[src/rtl/core/assert_macros.svh]
// Assertion helpers for the core RTL.
`ifndef ASSERT_MACROS_SVH
`define ASSERT_MACROS_SVH

`ifndef SYNTHESIS

`define FTVD_ASSERT(lbl, clk, rst_n, prop) \
	lbl: assert property (@(posedge clk) disable iff (!rst_n) prop) \
		else $error("assertion failed");

`define FTVD_NEVER(lbl, clk, rst_n, cond) \
	lbl: assert property (@(posedge clk) disable iff (!rst_n) !(cond)) \
		else $error("forbidden condition seen");

`else

`define FTVD_ASSERT(lbl, clk, rst_n, prop)

`define FTVD_NEVER(lbl, clk, rst_n, cond)

`endif

`endif

[src/rtl/core/ftvd_pkg.sv]
`timescale 1ns / 1ps

package ftvd_pkg;

	localparam int MAX_VERTICES = 1024;
	localparam int IDX_W        = $clog2(MAX_VERTICES);
	localparam int CNT_W        = $clog2(MAX_VERTICES + 1);
	localparam int OUT_IDX_W    = 10;
	localparam logic [CNT_W-1:0] MAX_CNT = CNT_W'(MAX_VERTICES);

	localparam int QDEPTH = 2;
	localparam int QPTR_W = $clog2(QDEPTH);
	localparam int QCNT_W = $clog2(QDEPTH + 1);

	localparam logic [1:0] KIND_REPORT = 2'd0;
	localparam logic [1:0] KIND_FRONT  = 2'd1;
	localparam logic [1:0] KIND_BACK   = 2'd2;
	localparam logic [1:0] KIND_CLEAR  = 2'd3;

	localparam logic [1:0] FAN_EMPTY = 2'd0;
	localparam logic [1:0] FAN_START = 2'd1;
	localparam logic [1:0] FAN_RUN   = 2'd2;

	typedef enum logic [1:0] {
		OP_CLEAR  = 2'd0,
		OP_ANIM   = 2'd1,
		OP_NORMAL = 2'd2
	} op_t;

	typedef struct packed {
		logic        command;
		logic [31:0] pos_x;
		logic [31:0] pos_y;
		logic [31:0] pos_z;
		logic [31:0] tex_u;
		logic [31:0] tex_v;
		logic        animated;
		logic        two_sided;
		logic        first_vertex;
	} in_t;

	typedef struct packed {
		logic [1:0]           kind;
		logic [OUT_IDX_W-1:0] index_a;
		logic [OUT_IDX_W-1:0] index_b;
		logic [OUT_IDX_W-1:0] index_c;
		logic                 new_vertex;
		logic                 from_animated;
		logic                 table_full;
		logic                 last;
	} out_t;

	typedef struct packed {
		logic [31:0] pos_x;
		logic [31:0] pos_y;
		logic [31:0] pos_z;
		logic [31:0] tex_u;
		logic [31:0] tex_v;
	} key_t;

	typedef struct packed {
		op_t  op;
		key_t key;
		logic animated;
		logic two_sided;
		logic first_vertex;
	} qent_t;

	// float equality: NaN never matches, +0 == -0
	function automatic logic feq(input logic [31:0] a, input logic [31:0] b);
		logic a_nan;
		logic b_nan;
		a_nan = (a[30:23] == 8'hFF) && (a[22:0] != 23'd0);
		b_nan = (b[30:23] == 8'hFF) && (b[22:0] != 23'd0);
		if (a_nan || b_nan) begin
			return 1'b0;
		end
		if (((a | b) & 32'h7FFF_FFFF) == 32'd0) begin
			return 1'b1;
		end
		return a == b;
	endfunction

	function automatic logic key_eq(input key_t a, input key_t b);
		return feq(a.pos_x, b.pos_x) && feq(a.pos_y, b.pos_y) &&
			feq(a.pos_z, b.pos_z) && feq(a.tex_u, b.tex_u) &&
			feq(a.tex_v, b.tex_v);
	endfunction

	function automatic logic [OUT_IDX_W-1:0] out_idx(input logic [IDX_W-1:0] i);
		logic [IDX_W+OUT_IDX_W-1:0] w;
		w = (IDX_W + OUT_IDX_W)'(i);
		return w[OUT_IDX_W-1:0];
	endfunction

endpackage

[src/rtl/core/ftvd_front.sv]
`timescale 1ns / 1ps
`include "assert_macros.svh"

module ftvd_front (
	input  logic           clk,
	input  logic           arst_n,
	input  logic           start,
	output logic           busy,
	input  ftvd_pkg::in_t  item,
	output logic           q_vld,
	output ftvd_pkg::qent_t q_head,
	input  logic           pop
);
	import ftvd_pkg::*;

	qent_t             ent_q [QDEPTH];
	logic [QPTR_W-1:0] wr_ptr_q;
	logic [QPTR_W-1:0] rd_ptr_q;
	logic [QCNT_W-1:0] q_cnt_q;
	logic              accept;
	qent_t             ent_in;

	assign busy   = (q_cnt_q == QCNT_W'(QDEPTH));
	assign accept = start && !busy;
	assign q_vld  = (q_cnt_q != '0);
	assign q_head = ent_q[rd_ptr_q];

	always_comb begin
		ent_in.key.pos_x  = item.pos_x;
		ent_in.key.pos_y  = item.pos_y;
		ent_in.key.pos_z  = item.pos_z;
		ent_in.key.tex_u  = item.tex_u;
		ent_in.key.tex_v  = item.tex_v;
		ent_in.animated     = item.animated;
		ent_in.two_sided    = item.two_sided;
		ent_in.first_vertex = item.first_vertex;
		priority if (item.command) begin
			ent_in.op = OP_CLEAR;
		end else if (item.animated) begin
			ent_in.op = OP_ANIM;
		end else begin
			ent_in.op = OP_NORMAL;
		end
	end

	always_ff @(posedge clk) begin
		if (accept) begin
			ent_q[wr_ptr_q] <= ent_in;
		end
	end

	always_ff @(posedge clk or negedge arst_n) begin
		if (!arst_n) begin
			wr_ptr_q <= '0;
			rd_ptr_q <= '0;
			q_cnt_q  <= '0;
		end else begin
			if (accept) begin
				wr_ptr_q <= wr_ptr_q + QPTR_W'(1);
			end
			if (pop) begin
				rd_ptr_q <= rd_ptr_q + QPTR_W'(1);
			end
			q_cnt_q <= q_cnt_q + QCNT_W'(accept) - QCNT_W'(pop);
		end
	end

	`FTVD_NEVER(a_pop_empty, clk, arst_n, pop && (q_cnt_q == '0))
	`FTVD_NEVER(a_q_over, clk, arst_n, q_cnt_q > QCNT_W'(QDEPTH))
	`FTVD_ASSERT(a_cnt_ptr, clk, arst_n, (q_cnt_q == QCNT_W'(QDEPTH)) || (q_cnt_q == QCNT_W'(QPTR_W'(wr_ptr_q - rd_ptr_q))))

endmodule

[config.mk]
export PLATFORM = sky130hd
export DESIGN_NAME = ftvd_front
export DESIGN_NICKNAME = d
export VERILOG_FILES = /design/src/rtl/core/ftvd_pkg.sv /design/src/rtl/core/ftvd_front.sv
export VERILOG_INCLUDE_DIRS = /design/src /design/src/rtl/core
export SDC_FILE = /design/constraint.sdc
export NUM_CORES = 1
export LEC_CHECK = 0
export BUFFER_PORTS_ARGS = -buffer_cell sky130_fd_sc_hd__buf_4
export CAP_MARGIN = 15
export CORE_AREA = 5 5 181 183
export CTS_CLUSTER_SIZE = 40
export DETAILED_ROUTE_END_ITERATION = 6
export DIE_AREA = 0 0 186 188
export HOLD_SLACK_MARGIN = 0.02
export PLACE_DENSITY = 0.61
export SYNTH_ARGS = -nofsm -noshare
export SYNTH_HDL_FRONTEND = slang
export SYNTH_SLANG_ARGS = --single-unit
[constraint.sdc]
create_clock -name clk -period 10.7 [get_ports clk]
set_clock_uncertainty 0.2 [all_clocks]
set_input_delay 2.14 -clock clk [delete_from_list [all_inputs] [get_ports clk]]
set_output_delay 2.14 -clock clk [all_outputs]
set_load 0.005 [all_outputs]
==> results.md <==
- Run status: finished, final reports clean
- Worst setup EP type: output port
- Kind of critical path: reg2out
- Avg Cell Area, Syn: 22.8 um2
- TritonCTS Sinks: 334
- Worst Max-Slew Pin Slew: 1.07 ns
- Post-cts hold buffer count: 0
- CP Max Fanout: 69
- Worst hold slack: 0.289 ns
- Cts bufs inserted: 36
- Yosys Warn Count: 0
- Post-placement cell area: 15000 um2
- GPL Wtd Cong: 0.702
- Worst Hold Class: reg2reg
- Die height: 188 um
- H-tree depth: 2
- Postcts setup bufs: 0
- Max layer used: met4
- Mapped cell area: 12200 um2
- CTS root buf: clkbuf_16
- First-pass GRT wire length: 37.6 mm
- Port bufs: 334
- Number of global-route vias before repair: 6589
- Storage element area: 10000 um2
- Final Max Slew Viols: 0
- Cell Pwr Density: 264 nW/um2
- Register area share after synthesis: 82.4%
- DRC errors left: 0
- Synth Instances: 532
- Site Rows: 65
- R2R setup slack: 7.63 ns
- Largest net degree at the start of global routing: 76
- Most frequent cells in the layout: 340 x buf_4, 330 x edfxtp_1, 165 x mux2_2
- Post-Route WL: 25.1 mm
- Tmin final: 5.01 ns
- Final non-filler cell area: 16100 um2
- Rel. slew slack: 28.4%
- Global route total overflow: 0
- Max Cap Viol: 0
- Starting Density: 39.1%
- Core ar.: 31100 um2
- Slowest Stage Delay on Critical Path: 0.79 ns
- Initial antenna violation count: 1
- Clk_lat worst skew: 0.50 ns
- ANT nets after route: 0
- Synth unique cells: 16
- Die area: 35000 um2
- Final Setup Violations: 0
- Unrepaired setup endpoints after global routing: false
- Multi-input gate area: 1970 um2
- Critical Path RT: 8.36 ns
- VDD IR max: 0.165 mV
- Leak: 5.97 nW
- Vias/cell: 4.62
- Synth-to-layout area growth: 32.4%
- Dpl hpwl: 16.7 mm
- Aggregate global-route resource usage: 13.8%
- Worst Setup Start Kind: register
- Critical path, cell by cell: buf_4 -> mux2_2 -> buf_4
- Layout Nets: 1062
- Final hold violation count: 0
- Crit share post-route: 46.9%
- Syn nets: 702
- DR vias: 6081
- CP max-delay cell: buf_4
- DR pass1 iterations: 4
- Met1 Routed Length: 9.66 mm
- Share of cells above drive strength 1: 60.7%
- Commonest non-fill, non-tap cell in the layout: buf_4
- Fill cell count: 2568
- Drt wl/cell: 19.1 um
- #FFs+latches synth: 334
- Ports: 335
- Max clock buf depth: 3
- Post-CTS resize count: 0
- Met3 WL: 2.37 mm
- Critical Path AT: 2.67 ns
- Highest clock rate: 199 MHz
- CTS tree: yes
- Tot Pwr: 4.24 mW
- Crit path top cell by count: buf_4
- Final setup TNS: 0 ns
- Chip width: 186 um
- Initial DRC Count: 251
- Met2 routed WL: 12.6 mm
- Worst-path clk slew: 0.06 ns
[worst max-delay path: cells and delay by family, from the launching register on]
| family | cells | cell delay, ns |
|---|---|---|
| multiplexers | 1 | 0.46 |
| flip-flops | 1 | 0.68 |
| buffers and inverters | 2 | 0.93 |
[per-layer routing]
| layer | vias up | track usage (%) |
|---|---|---|
| met2 | 219 | 23.6 |
| met1 | 2995 | 16.5 |
| met4 | 0 | 3.67 |
| li1 | 2833 | - |
| met3 | 34 | 5.18 |
| met5 | - | 0 |
[Yosys cell counts]
cell        n  area [um2]
edfxtp_1  330        9910
ha_1        2        25.0
buf_6      14         158
nand2b_1    1        6.26
buf_4       2        15.0
buf_2       2        10.0
dfrtp_1     4         100
nand2_1     1        3.75
nor2b_1     1        6.26
nor2_1      2        7.51
mux2_2    165        1860
and3_1      1        6.26
or2_2       1        6.26
xor2_1      1        8.76
inv_1       2        7.51
xnor2_1     3        26.3
[final cells by class]
type                            count  share of cell area (%)
Sequential cell                   334                    62.2
Timing Repair Buffer              340                    15.9
Multi-Input combinational cell    178                    12.2
Clock buffer                       48                    6.01
Tap cell                          402                    3.13
Clock inverter                     11                   0.498
Inverter                            2                  0.0466
Antenna cell                        1                  0.0155
[worst paths after layout]
path                                  from            end  depth (start not counted)
worst max-delay path              rd_ptr_q     q_head[51]                          3
worst min-delay path            q_cnt_q[1]     q_cnt_q[1]                          1
worst max register to register  q_cnt_q[1]  ent_q[0][139]                          4
worst min register to register  q_cnt_q[1]     q_cnt_q[1]                          1
max in group asynchronous           arst_n       rd_ptr_q                          1
min in group asynchronous           arst_n       rd_ptr_q                          1
[stage by stage]
stage	utilization, %	std cells	setup WS (ns)
after floorplan	-	532	0.728
after global placement	48.4	1256	5.89
after detailed placement	48.4	1256	5.90
after CTS	51.8	1315	5.62
after global routing	51.8	1316	5.56
final	51.8	1316	5.69
[logic make-up (layout without fill, tap and decap cells)]
family / after synthesis / after routing / synth area share, %
adder cells (fa/ha/maj): 2 / 2 / 0.206
XOR/XNOR: 4 / 4 / 0.288
other: 0 / 1 / 0
buffers and inverters: 20 / 401 / 1.56
multiplexers: 165 / 165 / 15.3
AND/OR/NAND/NOR: 7 / 7 / 0.299
flip-flops: 334 / 334 / 82.4
[power by group]
group	internal [mW]	switching, mW
Sequential	1.79	0.0755
Clock	0.656	0.463
Combinational	0.679	0.576
Total	3.13	1.11
[registers in the layout (all words and copies together), names as in the netlist]
name / count
wr_ptr_q: 1
ent_q: 330
rd_ptr_q: 1
q_cnt_q: 2
Power figures use the tool's default switching activity.
